===== src/rtl/sdgs_pkg.sv =====
`timescale 1ns / 1ps
// ----------------------------------------------------------------------------
// Smoothed depth gated stopwatch package
// Shared widths, reset values, codes and payload types of the stopwatch.
// ----------------------------------------------------------------------------
package sdgs_pkg;

   localparam int WINDOW_MAX     = 16;
   localparam int RING_AW        = $clog2(WINDOW_MAX);
   localparam int FILL_BITS      = $clog2(WINDOW_MAX + 1);
   localparam int DEPTH_BITS     = 13;
   localparam int TIMER_BITS     = 24;
   localparam int SUM_BITS       = 17;
   localparam int SMOOTH_BITS    = 17;
   localparam int FRAC_BITS      = 4;
   localparam int DIVIDEND_BITS  = SUM_BITS + FRAC_BITS;
   localparam int DIV_COUNT_BITS = $clog2(DIVIDEND_BITS + 1);
   localparam int WSIZE_BITS     = 5;
   localparam int PROD_BITS      = DEPTH_BITS + FILL_BITS;
   localparam int CSR_INDEX_BITS = 3;
   localparam int CSR_DATA_BITS  = 13;

   localparam logic [WSIZE_BITS-1:0] WINDOW_SIZE_RESET = 5'd10;
   localparam logic [DEPTH_BITS-1:0] START_LOW_RESET   = 13'd5990;
   localparam logic [DEPTH_BITS-1:0] START_HIGH_RESET  = 13'd6000;
   localparam logic [DEPTH_BITS-1:0] STOP_LOW_RESET    = 13'd1000;
   localparam logic [DEPTH_BITS-1:0] STOP_HIGH_RESET   = 13'd1100;

   localparam logic [CSR_INDEX_BITS-1:0] CSR_WINDOW_SIZE = 3'd0;
   localparam logic [CSR_INDEX_BITS-1:0] CSR_START_LOW   = 3'd1;
   localparam logic [CSR_INDEX_BITS-1:0] CSR_START_HIGH  = 3'd2;
   localparam logic [CSR_INDEX_BITS-1:0] CSR_STOP_LOW    = 3'd3;
   localparam logic [CSR_INDEX_BITS-1:0] CSR_STOP_HIGH   = 3'd4;

   localparam logic ACTION_SAMPLE = 1'b0;
   localparam logic ACTION_TICK   = 1'b1;

   localparam logic [1:0] EVT_NONE  = 2'd0;
   localparam logic [1:0] EVT_START = 2'd1;
   localparam logic [1:0] EVT_STOP  = 2'd2;

   typedef struct packed {
      logic                  action;
      logic [DEPTH_BITS-1:0] depth_mm;
   } req_type;

   typedef struct packed {
      logic [SMOOTH_BITS-1:0] smoothed_depth;
      logic                   timing;
      logic [1:0]             event_res;
      logic [TIMER_BITS-1:0]  elapsed_ms;
   } rsp_type;

   typedef struct packed {
      logic                     start;
      logic [DIVIDEND_BITS-1:0] dividend;
      logic [FILL_BITS-1:0]     divisor;
   } div_req_type;

   typedef struct packed {
      logic                   done;
      logic [SMOOTH_BITS-1:0] quotient;
   } div_rsp_type;

   typedef enum logic [2:0] {
      ST_IDLE,
      ST_DROP,
      ST_PUSH,
      ST_START_CHK,
      ST_STOP_CHK,
      ST_WAIT_DIV,
      ST_OUT
   } state_type;

endpackage


===== src/rtl/sdgs_ram.sv =====
`timescale 1ns / 1ps
// ----------------------------------------------------------------------------
// Generic synchronous RAM
// One write port and one read port with a registered read.
// ----------------------------------------------------------------------------
module sdgs_ram #(
   parameter int WIDTH = 8,
   parameter int DEPTH = 16
) (
   input  logic                     clock,
   input  logic                     wr_en,
   input  logic [$clog2(DEPTH)-1:0] wr_addr,
   input  logic [WIDTH-1:0]         wr_data,
   input  logic                     rd_en,
   input  logic [$clog2(DEPTH)-1:0] rd_addr,
   output logic [WIDTH-1:0]         rd_data
);

   logic [WIDTH-1:0] mem_ff [DEPTH];
   logic [WIDTH-1:0] rd_data_ff;

   always_ff @(posedge clock) begin
      if (wr_en) begin
         mem_ff[wr_addr] <= wr_data;
      end
      if (rd_en) begin
         rd_data_ff <= mem_ff[rd_addr];
      end
   end

   assign rd_data = rd_data_ff;

endmodule


===== src/rtl/sdgs_divider.sv =====
`timescale 1ns / 1ps
// ----------------------------------------------------------------------------
// Serial divider
// Restoring divider that produces one quotient bit per cycle.
// ----------------------------------------------------------------------------
module sdgs_divider (
   input  logic                 clock,
   input  logic                 reset,
   input  sdgs_pkg::div_req_type div_req,
   output sdgs_pkg::div_rsp_type div_rsp
);

   import sdgs_pkg::*;

   logic [FILL_BITS-1:0]      rem_ff, rem_in;
   logic [DIVIDEND_BITS-1:0]  quo_ff, quo_in;
   logic [FILL_BITS-1:0]      divisor_ff, divisor_in;
   logic [DIV_COUNT_BITS-1:0] count_ff, count_in;
   logic                      busy_ff, busy_in;
   logic                      done_ff, done_in;
   logic [FILL_BITS:0]        trial;
   logic [FILL_BITS:0]        diff;
   logic                      fits;

   always_comb begin
      trial      = {rem_ff, quo_ff[DIVIDEND_BITS-1]};
      diff       = trial - {1'b0, divisor_ff};
      fits       = trial >= {1'b0, divisor_ff};
      rem_in     = rem_ff;
      quo_in     = quo_ff;
      divisor_in = divisor_ff;
      count_in   = count_ff;
      busy_in    = busy_ff;
      done_in    = done_ff;
      if (div_req.start) begin
         rem_in     = '0;
         quo_in     = div_req.dividend;
         divisor_in = div_req.divisor;
         count_in   = DIV_COUNT_BITS'(DIVIDEND_BITS);
         busy_in    = 1'b1;
         done_in    = 1'b0;
      end else if (busy_ff) begin
         rem_in   = fits ? diff[FILL_BITS-1:0] : trial[FILL_BITS-1:0];
         quo_in   = {quo_ff[DIVIDEND_BITS-2:0], fits};
         count_in = count_ff - 1'b1;
         if (count_ff == DIV_COUNT_BITS'(1)) begin
            busy_in = 1'b0;
            done_in = 1'b1;
         end
      end
   end

   always_ff @(posedge clock) begin
      if (reset) begin
         busy_ff  <= 1'b0;
         done_ff  <= 1'b0;
         count_ff <= '0;
      end else begin
         busy_ff  <= busy_in;
         done_ff  <= done_in;
         count_ff <= count_in;
      end
      rem_ff     <= rem_in;
      quo_ff     <= quo_in;
      divisor_ff <= divisor_in;
   end

   assign div_rsp.done     = done_ff;
   assign div_rsp.quotient = quo_ff[SMOOTH_BITS-1:0];

endmodule


===== src/rtl/smoothed_depth_gated_stopwatch.sv =====
`timescale 1ns / 1ps
// ----------------------------------------------------------------------------
// Smoothed depth gated stopwatch
// Moving average of depth samples that starts and stops a millisecond timer.
// ----------------------------------------------------------------------------
// A tick request gives no response. A depth sample is answered after these
// steps: read the oldest ring entry when it has to be dropped, push the new
// sample, test the start window and load the serial divider, then let the
// divider form the average one quotient bit per cycle while the stop window
// is tested as it begins, see it finish and load the output register once
// that register is free. The next request is accepted when the block is back
// in its idle state.
// Samples are held in a 16-entry ring memory and the block works on one
// request at a time; a finished response waits in an output register, and
// ticks are still accepted while it does.
module smoothed_depth_gated_stopwatch (
   input  logic                                   clock,
   input  logic                                   reset,
   input  logic                                   req_valid,
   output logic                                   req_ready,
   input  sdgs_pkg::req_type                      req_data,
   output logic                                   rsp_valid,
   input  logic                                   rsp_ready,
   output sdgs_pkg::rsp_type                      rsp_data,
   input  logic                                   csr_wr_en,
   input  logic [sdgs_pkg::CSR_INDEX_BITS-1:0]    csr_index,
   input  logic [sdgs_pkg::CSR_DATA_BITS-1:0]     csr_wdata
);

   import sdgs_pkg::*;

   state_type              state_ff, state_in;
   logic [WSIZE_BITS-1:0]  window_size_ff;
   logic [DEPTH_BITS-1:0]  start_low_ff, start_high_ff, stop_low_ff, stop_high_ff;
   logic [RING_AW-1:0]     slot_ff, slot_in;
   logic [FILL_BITS-1:0]   fill_ff, fill_in;
   logic [SUM_BITS-1:0]    sum_ff, sum_in;
   logic                   timing_ff, timing_in;
   logic [TIMER_BITS-1:0]  ticks_ff, ticks_in;
   logic [DEPTH_BITS-1:0]  depth_ff, depth_in;
   logic [1:0]             evt_ff, evt_in;
   logic [TIMER_BITS-1:0]  elapsed_ff, elapsed_in;
   logic                   rsp_valid_ff, rsp_valid_in;
   rsp_type                rsp_data_ff, rsp_data_in;

   logic [FILL_BITS-1:0]   eff_window;
   logic                   accept;
   logic                   ram_wr_en;
   logic                   ram_rd_en;
   logic [RING_AW-1:0]     ram_rd_addr;
   logic [DEPTH_BITS-1:0]  ram_rd_data;
   logic [DEPTH_BITS-1:0]  win_low, win_high;
   logic [PROD_BITS-1:0]   low_prod, high_prod, sum_ext;
   logic                   in_win;
   div_req_type            div_req;
   div_rsp_type            div_rsp;

   sdgs_ram #(
      .WIDTH (DEPTH_BITS),
      .DEPTH (WINDOW_MAX)
   ) u_ring (
      .clock   (clock),
      .wr_en   (ram_wr_en),
      .wr_addr (slot_ff),
      .wr_data (depth_ff),
      .rd_en   (ram_rd_en),
      .rd_addr (ram_rd_addr),
      .rd_data (ram_rd_data)
   );

   sdgs_divider u_divider (
      .clock   (clock),
      .reset   (reset),
      .div_req (div_req),
      .div_rsp (div_rsp)
   );

   always_comb begin
      if (window_size_ff == '0) begin
         eff_window = FILL_BITS'(1);
      end else if (32'(window_size_ff) > WINDOW_MAX) begin
         eff_window = FILL_BITS'(WINDOW_MAX);
      end else begin
         eff_window = FILL_BITS'(window_size_ff);
      end
   end

   assign req_ready   = (state_ff == ST_IDLE);
   assign accept      = req_valid && req_ready;
   assign ram_rd_addr = slot_ff - fill_ff[RING_AW-1:0];

   always_comb begin
      if (state_ff == ST_START_CHK) begin
         win_low  = start_low_ff;
         win_high = start_high_ff;
      end else begin
         win_low  = stop_low_ff;
         win_high = stop_high_ff;
      end
      low_prod  = PROD_BITS'(win_low) * PROD_BITS'(fill_ff);
      high_prod = PROD_BITS'(win_high) * PROD_BITS'(fill_ff);
      sum_ext   = PROD_BITS'(sum_ff);
      in_win    = (sum_ext >= low_prod) && (sum_ext <= high_prod);
   end

   always_comb begin
      state_in     = state_ff;
      slot_in      = slot_ff;
      fill_in      = fill_ff;
      sum_in       = sum_ff;
      timing_in    = timing_ff;
      ticks_in     = ticks_ff;
      depth_in     = depth_ff;
      evt_in       = evt_ff;
      elapsed_in   = elapsed_ff;
      rsp_valid_in = rsp_valid_ff && !rsp_ready;
      rsp_data_in  = rsp_data_ff;
      ram_wr_en    = 1'b0;
      ram_rd_en    = 1'b0;
      div_req      = '{start: 1'b0, dividend: {sum_ff, FRAC_BITS'(0)}, divisor: fill_ff};
      case (state_ff)
         ST_IDLE: begin
            if (accept) begin
               if (req_data.action == ACTION_TICK) begin
                  if (timing_ff && (ticks_ff != '1)) begin
                     ticks_in = ticks_ff + 1'b1;
                  end
               end else begin
                  depth_in = req_data.depth_mm;
                  evt_in   = EVT_NONE;
                  if ((fill_ff >= eff_window) && (fill_ff != '0)) begin
                     ram_rd_en = 1'b1;
                     state_in  = ST_DROP;
                  end else begin
                     state_in = ST_PUSH;
                  end
               end
            end
         end
         ST_DROP: begin
            sum_in   = sum_ff - SUM_BITS'(ram_rd_data);
            fill_in  = fill_ff - 1'b1;
            state_in = ST_PUSH;
         end
         ST_PUSH: begin
            ram_wr_en = 1'b1;
            slot_in   = slot_ff + 1'b1;
            fill_in   = fill_ff + 1'b1;
            sum_in    = sum_ff + SUM_BITS'(depth_ff);
            state_in  = ST_START_CHK;
         end
         ST_START_CHK: begin
            div_req.start = 1'b1;
            if (!timing_ff && in_win) begin
               timing_in = 1'b1;
               ticks_in  = '0;
               evt_in    = EVT_START;
            end
            state_in = ST_STOP_CHK;
         end
         ST_STOP_CHK: begin
            elapsed_in = '0;
            if (timing_ff && in_win) begin
               timing_in  = 1'b0;
               evt_in     = EVT_STOP;
               elapsed_in = ticks_ff;
            end
            state_in = ST_WAIT_DIV;
         end
         ST_WAIT_DIV: begin
            if (div_rsp.done) begin
               state_in = ST_OUT;
            end
         end
         ST_OUT: begin
            if (!rsp_valid_ff || rsp_ready) begin
               rsp_valid_in = 1'b1;
               rsp_data_in  = '{smoothed_depth: div_rsp.quotient,
                                timing:         timing_ff,
                                event_res:      evt_ff,
                                elapsed_ms:     elapsed_ff};
               state_in     = ST_IDLE;
            end
         end
         default: begin
            state_in = ST_IDLE;
         end
      endcase
   end

   always_ff @(posedge clock) begin
      if (reset) begin
         state_ff <= ST_IDLE;
      end else begin
         state_ff <= state_in;
      end
   end

   always_ff @(posedge clock) begin
      if (reset) begin
         slot_ff      <= '0;
         fill_ff      <= '0;
         sum_ff       <= '0;
         timing_ff    <= 1'b0;
         ticks_ff     <= '0;
         rsp_valid_ff <= 1'b0;
      end else begin
         slot_ff      <= slot_in;
         fill_ff      <= fill_in;
         sum_ff       <= sum_in;
         timing_ff    <= timing_in;
         ticks_ff     <= ticks_in;
         rsp_valid_ff <= rsp_valid_in;
      end
      depth_ff    <= depth_in;
      evt_ff      <= evt_in;
      elapsed_ff  <= elapsed_in;
      rsp_data_ff <= rsp_data_in;
   end

   always_ff @(posedge clock) begin
      if (reset) begin
         window_size_ff <= WINDOW_SIZE_RESET;
         start_low_ff   <= START_LOW_RESET;
         start_high_ff  <= START_HIGH_RESET;
         stop_low_ff    <= STOP_LOW_RESET;
         stop_high_ff   <= STOP_HIGH_RESET;
      end else if (csr_wr_en) begin
         case (csr_index)
            CSR_WINDOW_SIZE: window_size_ff <= csr_wdata[WSIZE_BITS-1:0];
            CSR_START_LOW:   start_low_ff   <= csr_wdata[DEPTH_BITS-1:0];
            CSR_START_HIGH:  start_high_ff  <= csr_wdata[DEPTH_BITS-1:0];
            CSR_STOP_LOW:    stop_low_ff    <= csr_wdata[DEPTH_BITS-1:0];
            CSR_STOP_HIGH:   stop_high_ff   <= csr_wdata[DEPTH_BITS-1:0];
            default: begin
            end
         endcase
      end
   end

   assign rsp_valid = rsp_valid_ff;
   assign rsp_data  = rsp_data_ff;

endmodule


===== config.mk =====
export PLATFORM = sky130hd
export DESIGN_NAME = smoothed_depth_gated_stopwatch
export DESIGN_NICKNAME = d
export VERILOG_FILES = /design/src/rtl/sdgs_pkg.sv /design/src/rtl/sdgs_ram.sv /design/src/rtl/sdgs_divider.sv /design/src/rtl/smoothed_depth_gated_stopwatch.sv
export SDC_FILE = /design/constraint.sdc
export NUM_CORES = 1
export LEC_CHECK = 0
export BUFFER_PORTS_ARGS = -buffer_cell sky130_fd_sc_hd__buf_2
export CORE_UTILIZATION = 50
export CTS_BUF_LIST = sky130_fd_sc_hd__clkbuf_8
export DETAILED_ROUTE_END_ITERATION = 8
export GPL_TIMING_DRIVEN = 0
export PLACE_DENSITY = 0.67
export SKIP_LAST_GASP = 1
export SLEW_MARGIN = 20
export SYNTH_ARGS = -nofsm -noshare
export SYNTH_HDL_FRONTEND = slang
export SYNTH_SLANG_ARGS = --single-unit

===== constraint.sdc =====
create_clock -name clock -period 15.5 [get_ports clock]
set_clock_uncertainty 0.2 [all_clocks]
set_input_delay 1.55 -clock clock [delete_from_list [all_inputs] [get_ports clock]]
set_output_delay 1.55 -clock clock [all_outputs]
set_load 0.05 [all_outputs]

# Word level (Yosys, flattened, before mapping)
# Memory sizes are Yosys's and may differ from the RTL's. A register that Yosys moved wholly into a read port is not among the register bits.
# Cells that the tools add are included.
# Widths: inputs -> output; s select.
dict set report op_classes {
  n_addsub 9
  mul 2
  n_lt_le_gt_ge 5
  eq_ne 20
  muxes 43
  bitwise_logic 1
  reduce_logical 33
}
# cell count
set ops {}
lappend ops {{$mux 24} 4}
lappend ops {{$pmux 24 s2} 1}
lappend ops {{$mux 21} 2}
lappend ops {{$mul 13x5->18} 2}
lappend ops {{$pmux 17 s2} 1}
lappend ops {{$mux 13} 2}
lappend ops {{$mux 5} 5}
lappend ops {{$add 24x1->24 const B} 1}
lappend ops {{$ne 24x24->1 const B} 1}
lappend ops {{$pmux 3 s7} 1}
lappend ops {{$ge 17x18->1} 1}
lappend ops {{$le 17x18->1} 1}
lappend ops {{$add 17x13->17} 1}
lappend ops {{$sub 17x13->17} 1}
lappend ops {{$mux 1} 15}
lappend ops {{$reduce_and 2->1} 7}
lappend ops {{$eq 3x2->1 const B} 4}
lappend ops {{$eq 3x3->1 const B} 4}
lappend ops {{$mux 3} 4}
lappend ops {{$mux 2} 5}
lappend ops {{$ne 2x1->1 const B} 5}
lappend ops {{$pmux 5 s2} 1}
lappend ops {{$reduce_and 5->1} 2}
lappend ops {{$sub 5x1->5 const B} 2}
lappend ops {{24 further kinds} 40}
dict set report word_totals {
  regBits 233
  ramBits 208
  in_bits 35
  output_inout_bits 46
  elab_cells 141
  n_memories 1
}
# name words word_bits rd rd_clocked_by_memory_dff wr line
set memory_table {}
lappend memory_table {u_ring.mem_ff 16 13 1 1 1 sdgs_ram.sv:19} ;# logic [WIDTH-1:0] mem_ff [DEPTH];

# Longest topological paths before layout
# Gate-level depths: netlist of the first run.
dict set report logic_depth {
  depth_word 9
  depth_mapped 31
}

# Modules after synthesis
# From an unflattened synthesis of the first run, not the netlist that was laid out.
dict set report unflattened {
  hier_cells 2013
  hier_area_um2 23767.8
}
# module instances cells_each area_per_inst_um2
set modules_own_cells {}
lappend modules_own_cells {smoothed_depth_gated_stopwatch 1 1501 13481.7}
lappend modules_own_cells {sdgs_ram 1 355 8373.0}
lappend modules_own_cells {sdgs_divider 1 157 1913.1}

# Least setup slack after synthesis of the first run
# No wires, ideal clock.
dict set report synth_timing {
  path_kind {reg-to-reg}
  start {register state_ff[2]}
  end {register evt_ff[0], enable pin}
  t_arrival_ps 7198
  required_time_ps 14977
  setup_slack_ps 7779
  path_stages_with_launch 30
  n_path_buf 3
  synth_period_minus_slack_ps 7721
  cell_sequence {dfxtp_1 -> clkbuf_1 -> inv_1 -> nand3_1 -> inv_2 -> buf_1 -> mux2i_1 -> nand2b_1 -> fa_1 -> fa_1 -> fa_1 -> inv_1 -> ha_1 -> nor2b_1 -> o21ai_0 -> nand2b_1 -> a21o_1 -> a31o_2 -> a211o_1 -> or2_2 -> xnor2_1 -> ha_1 -> a2111o_1 -> a211o_1 -> o311a_1 -> or4b_4 -> and4_4 -> clkbuf_1 -> nand2_1 -> o211ai_1}
}
dict set report synth_via {
  elab_chain_len 8
  elab_cells_between_ends 19
}
# element line
set synth_rtl {}
lappend synth_rtl {{start: declaration} smoothed_depth_gated_stopwatch.sv:32} ;# state_type state_ff, state_in;
lappend synth_rtl {{start signal: assignment} smoothed_depth_gated_stopwatch.sv:195} ;# state_ff <= state_in;
lappend synth_rtl {{$eq 3x2->1} {smoothed_depth_gated_stopwatch.sv:93, smoothed_depth_gated_stopwatch.sv:121}}
lappend synth_rtl {{$mux 13} smoothed_depth_gated_stopwatch.sv:93} ;# if (state_ff == ST_START_CHK) begin
lappend synth_rtl {{$mul 13x5->18 (on tied branches)} {smoothed_depth_gated_stopwatch.sv:100, smoothed_depth_gated_stopwatch.sv:101}}
lappend synth_rtl {{$ge 17x18->1 or $le 17x18->1 (tied branches)} smoothed_depth_gated_stopwatch.sv:103} ;# in_win = (sum_ext >= low_prod) && (sum_ext <= high_prod);
lappend synth_rtl {{$logic_and 1x1->1} smoothed_depth_gated_stopwatch.sv:103}
lappend synth_rtl {{$logic_and 1x1->1 (on tied branches)} {smoothed_depth_gated_stopwatch.sv:163, smoothed_depth_gated_stopwatch.sv:154}}
lappend synth_rtl {{$ne 2x2->1 (no source line) or $ne 2x1->1 (tied branches)} -}
lappend synth_rtl {{$reduce_and 5->1 (no source line) *} -}
lappend synth_rtl {{end signal: assignment} smoothed_depth_gated_stopwatch.sv:216} ;# evt_ff <= evt_in;
lappend synth_rtl {{end: declaration} smoothed_depth_gated_stopwatch.sv:41} ;# logic [1:0] evt_ff, evt_in;
# Mark *: on every way between the ends. The rest lies on a longest branch, timed or not.
# A chain may end at the register's enable or synchronous reset.

# Worst setup path in the final report of the first run
# Same ends and word-level chain as after synthesis.

==> key figures, run 1 <==
Status
  • Status: complete, but fails checks
  • Failing checks: design-rule violations

Hold path
  • Hold path cells: 0
  • Hold path startpoint: elapsed_ff[16]$_SDFFCE_PN0P_
  • WHS Endpoint: rsp_data[16]$_DFFE_PP_
  • Worst min-delay path category: flop to flop

Clock network
  • # clock sinks: 454
  • Clock Pin Slew Worst Setup and Hold Paths: 0.06 ns
  • Worst skew pair latency: 0.69 ns
  • CTS max path bufs: 3
  • PostCTS Resize Cnt: 0
  • CTS root buffer: clkbuf_8
  • CTS Hold Bufs: 0
  • Clock buffer count from CTS: 74
  • H-tree depth: 3
  • CTS tree: done
  • Postcts setup bufs: 0

Synthesis
  • Synth top area share: 41.36%
  • Ys flop type: edfxtp_1
  • Synth area leader: edfxtp_1
  • Synth Area per Inst: 11.55 sq um
  • Async S/R FF share, synth: 0%
  • Number of synthesized flops with an enable pin: 326
  • Syn nets: 2281
  • Post-Syn Area: 23670 sq um
  • Synth warn: 0
  • #FFs+latches synth: 454
  • Gate count of the mapped netlist: 2050
  • Synth area leaders: edfxtp_1 41%, dfxtp_1 11%, ha_1 6.7%
  • Synth top cells by count: 326 x edfxtp_1, 271 x nand2_1, 142 x nor2_1, 133 x inv_1, 128 x dfxtp_1
  • Sequential area share after synthesis: 52.19%
  • Netlist cell types: 71
  • Top-count cell post-synth: edfxtp_1

Detailed routing
  • WL final: 56640 microns
  • Pre-antenna DRT Iters: 7
  • Residual DRC: 22
  • Antenna Nets Post-Route: 0
  • Total number of vias: 16390
  • Drt first-iter violations: 1341
  • Vias per std cell: 5.695
  • Wirelength per Cell: 19.68 microns

Worst setup path
  • R2R cell count: 30
  • Slowest CP cell: clkbuf_1
  • Worst EP required: 15.63 ns
  • Worst Path Arrival: 9.25 ns
  • Reg-to-reg slack, setup: 6.38 ns
  • RR Endpoint: evt_ff[0]$_DFFE_PP_
  • Critical path class: flop to flop
  • Crit end category: flop
  • Crit Path Max Fanout: 10
  • Setup crit start kind: flop
  • CP peak stage delay: 0.69 ns
  • FF-to-FF Start: state_ff[2]$_SDFFE_PP0P_

Die
  • CORE AREA: 46650 sq um
  • Std cell rows: 79
  • # IOs: 81
  • Total die area: 48210 sq um
  • DIE WIDTH: 219.6 microns
  • Die Y-Extent: 219.6 microns
  • Initial Util: 50.73%

Pwr
  • Worst vdd ir: 0.09548 mV
  • Total power: 4487 uW
  • Cell Pwr Density: 170.1 nW/um^2
  • Leak Pwr: 0.01030 uW

STA
  • Count of final setup violators: 0
  • Setup tns final: 0 ns
  • Slew @ Worst Pin: 1.022 ns
  • Top achievable clock speed: 0.1096 GHz
  • Final period util: 58.86%
  • Tmin final: 9.124 ns
  • Slew Limit Headroom: 31.61%
  • Count of final hold-check violations: 0
  • Max-slew violations: 0
  • RSZ-0062 raised after global routing: false

Layout
  • Area grow syn2layout: 11.46%
  • Fin nets: 2443
  • Area of the multi-input gates: 10530 sq um
  • Ant. Diodes: 0
  • Filler instances: 3899
  • Fin area: 26380 sq um
  • Share of post-route cells with drive strength above 1: 12.07%
  • Reg area: 12350 sq um
  • Final core occ: 56.54%

Placed design
  • I/O Buffers: 79
  • Placed cell area: 24970 sq um
  • Gpl congestion: 0.9266
  • Post-detail-place hpwl: 41250 microns

Job
  • Max-cap violations: 0

Global routing
  • First-pass GRT wire length: 87770 microns
  • Total Routing Usage GR: 23.97%
  • Number of global-route vias before repair: 16201
  • Initial antenna violation count: 0
  • Pin count of the biggest net entering global routing: 25
  • Grt total ovfl: 0
state kept, by name, summed over array words and instances, names as in the netlist, 2 cells and up:
name / cells
start_low_ff: 13
u_divider.quo_ff: 21
start_high_ff: 13
window_size_ff: 5
depth_ff: 13
stop_low_ff: 13
u_divider.divisor_ff: 5
slot_ff: 4
ticks_ff: 24
rsp_data: 44
u_divider.count_ff: 5
stop_high_ff: 13
state_ff: 3
u_ring.mem_ff: 208
u_divider.rem_ff: 5
u_ring.rd_data: 13
evt_ff: 2
elapsed_ff: 24
fill_ff: 5
sum_ff: 17
metal layers:
layer	GRT usage (%)	vias to the layer above	wire length, microns
met1	31.24	7997	24170
met3	4.265	137	3721
li1	-	7673	-
met5	0	-	0
met2	39.01	583	26710
met4	10.90	0	2035
critical path: cells and delay by family (launching register included):
kind | cells | cell delay, ns
adders and majority gates | 5 | 2.10
xor gates and xnor gates | 1 | 0.17
buffers and inverters | 8 | 2.32
muxes | 1 | 0.37
AOI/OAI and AO/OA | 9 | 2.41
and+or+nand+nor | 6 | 0.89
DFF | 1 | 0.30
power by group:
group          leakage (uW)  internal, uW  switching [uW]
Combinational       0.00549           792            1170
Sequential          0.00399          1420             120
Clock              0.000820           500             492
Total                0.0103          2710            1780
cell families after synthesis:
| group | count (synthesis) | synth area share (%) |
|---|---|---|
| compound gates | 298 | 8.067 |
| xor+xnor | 68 | 2.516 |
| buf+inv | 225 | 3.616 |
| flops | 454 | 52.19 |
| mux | 103 | 7.110 |
| simple gates | 706 | 13.92 |
| fa+ha+maj | 196 | 12.58 |
final cells by class:
class	instances	share of cell area, %
clock buffers	76	3.965
clock inverters	59	1.342
flip-flops and latches	454	46.82
well taps	607	2.879
multi-input cells	1371	39.91
repair buffers	86	1.831
plain buffers	88	1.295
inverters	137	1.949
cells in the final DEF, fill, tap and decap left out, types with 7 or more instances in the layout:
master and instances:
nor2_1 130, ha_1 126, nand2_1 271, a211oi_1 26, o21bai_1 8, o21ai_0 40
nand4_1 15, o21a_1 7, dfxtp_1 128, mux4_2 52, a31oi_1 11, a21oi_1 117
inv_1 159, and3_1 19, mux2i_1 50, o41ai_1 12, or3_1 9, edfxtp_1 326
nand3_1 66, clkinv_2 11, nor4_1 7, xor2_1 37, a21o_1 27, nor3_1 42
xnor2_1 31, clkbuf_8 76, and2_1 27, nor2_2 12, clkinv_1 16, nor2b_1 49
clkbuf_1 69, buf_1 15, fa_1 70, nand2b_1 25, buf_2 82, o211ai_1 11
metrics by stage:
stage                     setup WS [ns]  instances  hold WS [ns]
after global routing              5.942       2878        0.2254
after CTS                         6.359       2878        0.2148
after global placement            6.382       2736        0.2012
final                             6.376       2878        0.2044
after detailed placement          6.380       2743        0.2052
after floorplan                   7.779       2050        0.2003
worst max-delay path by stage:
stage                             startpoint                  end  depth (start not counted)
floorplan           state_ff[2]$_SDFFE_PP0P_  evt_ff[0]$_DFFE_PP_                         29
global placement    state_ff[2]$_SDFFE_PP0P_  evt_ff[0]$_DFFE_PP_                         30
detailed placement  state_ff[2]$_SDFFE_PP0P_  evt_ff[0]$_DFFE_PP_                         30
CTS                 state_ff[2]$_SDFFE_PP0P_  evt_ff[1]$_DFFE_PP_                         30
global route        state_ff[2]$_SDFFE_PP0P_  evt_ff[1]$_DFFE_PP_                         30
finish              state_ff[2]$_SDFFE_PP0P_  evt_ff[0]$_DFFE_PP_                         30
No activity file was read; power rests on OpenSTA's default activity.
==> inputs of run 2 (changes only) <==
--- a/config.mk
+++ b/config.mk
@@ -10,7 +10,7 @@
 export CTS_BUF_LIST = sky130_fd_sc_hd__clkbuf_8
 export DETAILED_ROUTE_END_ITERATION = 8
 export GPL_TIMING_DRIVEN = 0
-export PLACE_DENSITY = 0.67
+export PLACE_DENSITY = 0.7
 export SKIP_LAST_GASP = 1
 export SLEW_MARGIN = 20
 export SYNTH_ARGS = -nofsm -noshare
==> constraint.sdc (replaced) <==
create_clock -name clock -period 7.69 [get_ports clock]
set_clock_uncertainty 0.2 [all_clocks]
set_input_delay 0.769 -clock clock [delete_from_list [all_inputs] [get_ports clock]]
set_output_delay 0.769 -clock clock [all_outputs]
set_load 0.05 [all_outputs]
==> key figures, run 2 (synthesized netlist as in run 1, its figures left out) <==
Detailed routing
  • Met2 wire length: 26600 microns (-0.43%)
  • Total number of vias: 16472 (+0.50%)
  • DR WL met3: 3784 microns (+1.7%)
  • Drt first-iter violations: 1178 (-12%)
  • Routed metal-1 wirelength: 23940 microns (-0.94%)
  • Residual DRC: 22 (unchanged)
  • DR top layer: met4
  • Pre-antenna DRT Iters: 9 (+2)
  • Vias per std cell: 5.713 (+0.33%)
  • Antenna Nets Post-Route: 0 (unchanged)
  • Wirelength per Cell: 19.62 microns (-0.29%)
  • WL final: 56570 microns (-0.12%)

STA
  • Final period util: 96.85% (+38 points)
  • Max-slew violations: 0 (unchanged)
  • Hold slack final: 0.07689 ns (-0.1275 ns)
  • Count of final hold-check violations: 0 (unchanged)
  • Count of final setup violators: 0 (unchanged)
  • Final worst setup slack: 0.2421 ns (-6.134 ns)
  • Tmin final: 7.448 ns (-1.676 ns)
  • Top achievable clock speed: 0.1343 GHz (+22%)
  • Slew @ Worst Pin: 1.011 ns (-0.01108 ns)
  • Slew Limit Headroom: 32.36% (+0.74 points)

Hold path
  • Worst min-delay path category: primary input to flop

Clock network
  • CTS root buffer: clkbuf_8
  • Clock Pin Slew Worst Setup and Hold Paths: 0.06 ns (about the same)
  • CTS max path bufs: 3 (unchanged)
  • # clock sinks: 454 (unchanged)
  • CTS tree: done
  • Clock buffer count from CTS: 74 (unchanged)
  • Worst skew pair latency: 0.66 ns (-0.03 ns)
  • H-tree depth: 3 (unchanged)

Status
  • Failing checks: design-rule violations
  • Status: complete, but fails checks

Worst setup path
  • CP peak stage delay: 0.55 ns (-0.14 ns)
  • Crit end category: flop
  • Worst Path Arrival: 7.56 ns (-1.69 ns)
  • Critical path class: flop to flop
  • Crit Path Max Fanout: 10 (unchanged)
  • Setup crit start kind: flop
  • Slowest CP cell: fa_1
  • CP dominant cell by count: fa_1
  • Worst EP required: 7.80 ns (-7.83 ns)

Layout
  • Most flops, register: u_ring.mem_ff
  • Share of post-route cells with drive strength above 1: 14.19% (+2.1 points)
  • Area grow syn2layout: 13.26%
  • Most common cell after layout, fill and taps aside: edfxtp_1
  • Ant. Diodes: 0 (unchanged)
  • Filler instances: 3817 (-2.1%)
  • Final core occ: 57.46% (+0.92 points)
  • Fin nets: 2449 (+0.25%)
  • Max FFs per register: 208 (unchanged)
  • Most frequent cells in the layout: 326 x edfxtp_1, 271 x nand2_1, 153 x inv_1, 130 x nor2_1, 125 x dfxtp_1

Pwr
  • Cell Pwr Density: 346.0 nW/um^2 (+100%)
  • Total power: 9276 uW (+110%)
  • Worst vdd ir: 0.2230 mV (+130%)
  • Leak Pwr: 0.01046 uW (+1.5%)

Global routing
  • Number of global-route vias before repair: 16110 (-0.56%)
  • Initial antenna violation count: 0 (unchanged)
  • Total Routing Usage GR: 23.70% (-0.26 points)
  • Grt total ovfl: 0 (unchanged)
  • Pin count of the biggest net entering global routing: 24 (-4.0%)
  • First-pass GRT wire length: 87450 microns (-0.37%)

Die
  • Initial Util: 50.73% (unchanged)
  • # IOs: 81 (unchanged)
  • Total die area: 48210 sq um (unchanged)
  • Die Y-Extent: 219.6 microns (unchanged)
  • CORE AREA: 46650 sq um (unchanged)
  • Std cell rows: 79 (unchanged)
  • DIE WIDTH: 219.6 microns (unchanged)

Placed design
  • Place WS: -1.512 ns (-7.892 ns)
  • Gpl congestion: 0.9345 (+0.85%)
  • I/O Buffers: 79 (unchanged)
  • Post-detail-place hpwl: 40840 microns (-0.98%)

Job
  • Max-cap violations: 0 (unchanged)
## run 2: final cells by class
class                      instances  area [sq um]  area share [%]
buffer                            86         419.2           1.564
tap                              607         759.5           2.833
timing repair buffer              94         564.3           2.105
clock inverter                    59         432.9           1.615
sequential                       454         12360           46.11
clock buffer                      75          1032           3.851
inverter                         137         533.0           1.988
multi-input combinational       1371         10710           39.93
## run 2: power breakdown
part	leakage [uW]	internal [uW]	switching [uW]
clock	0.000824	1100	989
sequential	0.00400	2860	243
combinational	0.00564	1660	2420
total	0.0105	5620	3650
## run 2: worst paths after layout
path / slack, ns / to / cells after the start / start
max: 0.24 / evt_ff[0]$_DFFE_PP_ / 29 / state_ff[2]$_SDFFE_PP0P_
min reg2reg: 0.21 / rsp_data[15]$_DFFE_PP_ / 0 / elapsed_ff[15]$_SDFFCE_PN0P_
max reg2reg: 0.24 / evt_ff[0]$_DFFE_PP_ / 29 / state_ff[2]$_SDFFE_PP0P_
min: 0.08 / depth_ff[5]$_DFFE_PP_ / 1 / req_data[5]
## run 2: metal layers
metal  track usage [%]  vias up
met5                 0        -
met4             11.04        0
met3             4.293      144
met2             38.44      607
met1             30.86     8038
li1                  -     7683
## run 2: what timing repair did
item	4_1_cts	5_1_grt
resized for setup	37	47
endpoints found under the setup margin	51	48
pin swaps	2	4
setup buffers	5	2
hold buffers	0	0
gates cloned	0	1
## run 2: stage by stage
step | std cells | TNS [ns] | area (sq um)
2_1_floorplan | 2050 | 0 | 23670
3_3_place_gp | 2736 | -48.74 | 24820
3_5_place_dp | 2743 | -55.51 | 24980
4_1_cts | 2880 | 0 | 26620
5_1_grt | 2883 | -0.01458 | 26810
6_report | 2883 | 0 | 26810
## run 2: worst max-delay path: cells and delay by family (launching register included)
kind	cells	cell delay [ns]
AOI/OAI and AO/OA	8	2.15
adders and majority gates	5	2.02
and+or+nand+nor	7	1.10
buffers and inverters	7	0.81
DFF	1	0.39
muxes	1	0.26
xor gates and xnor gates	1	0.14
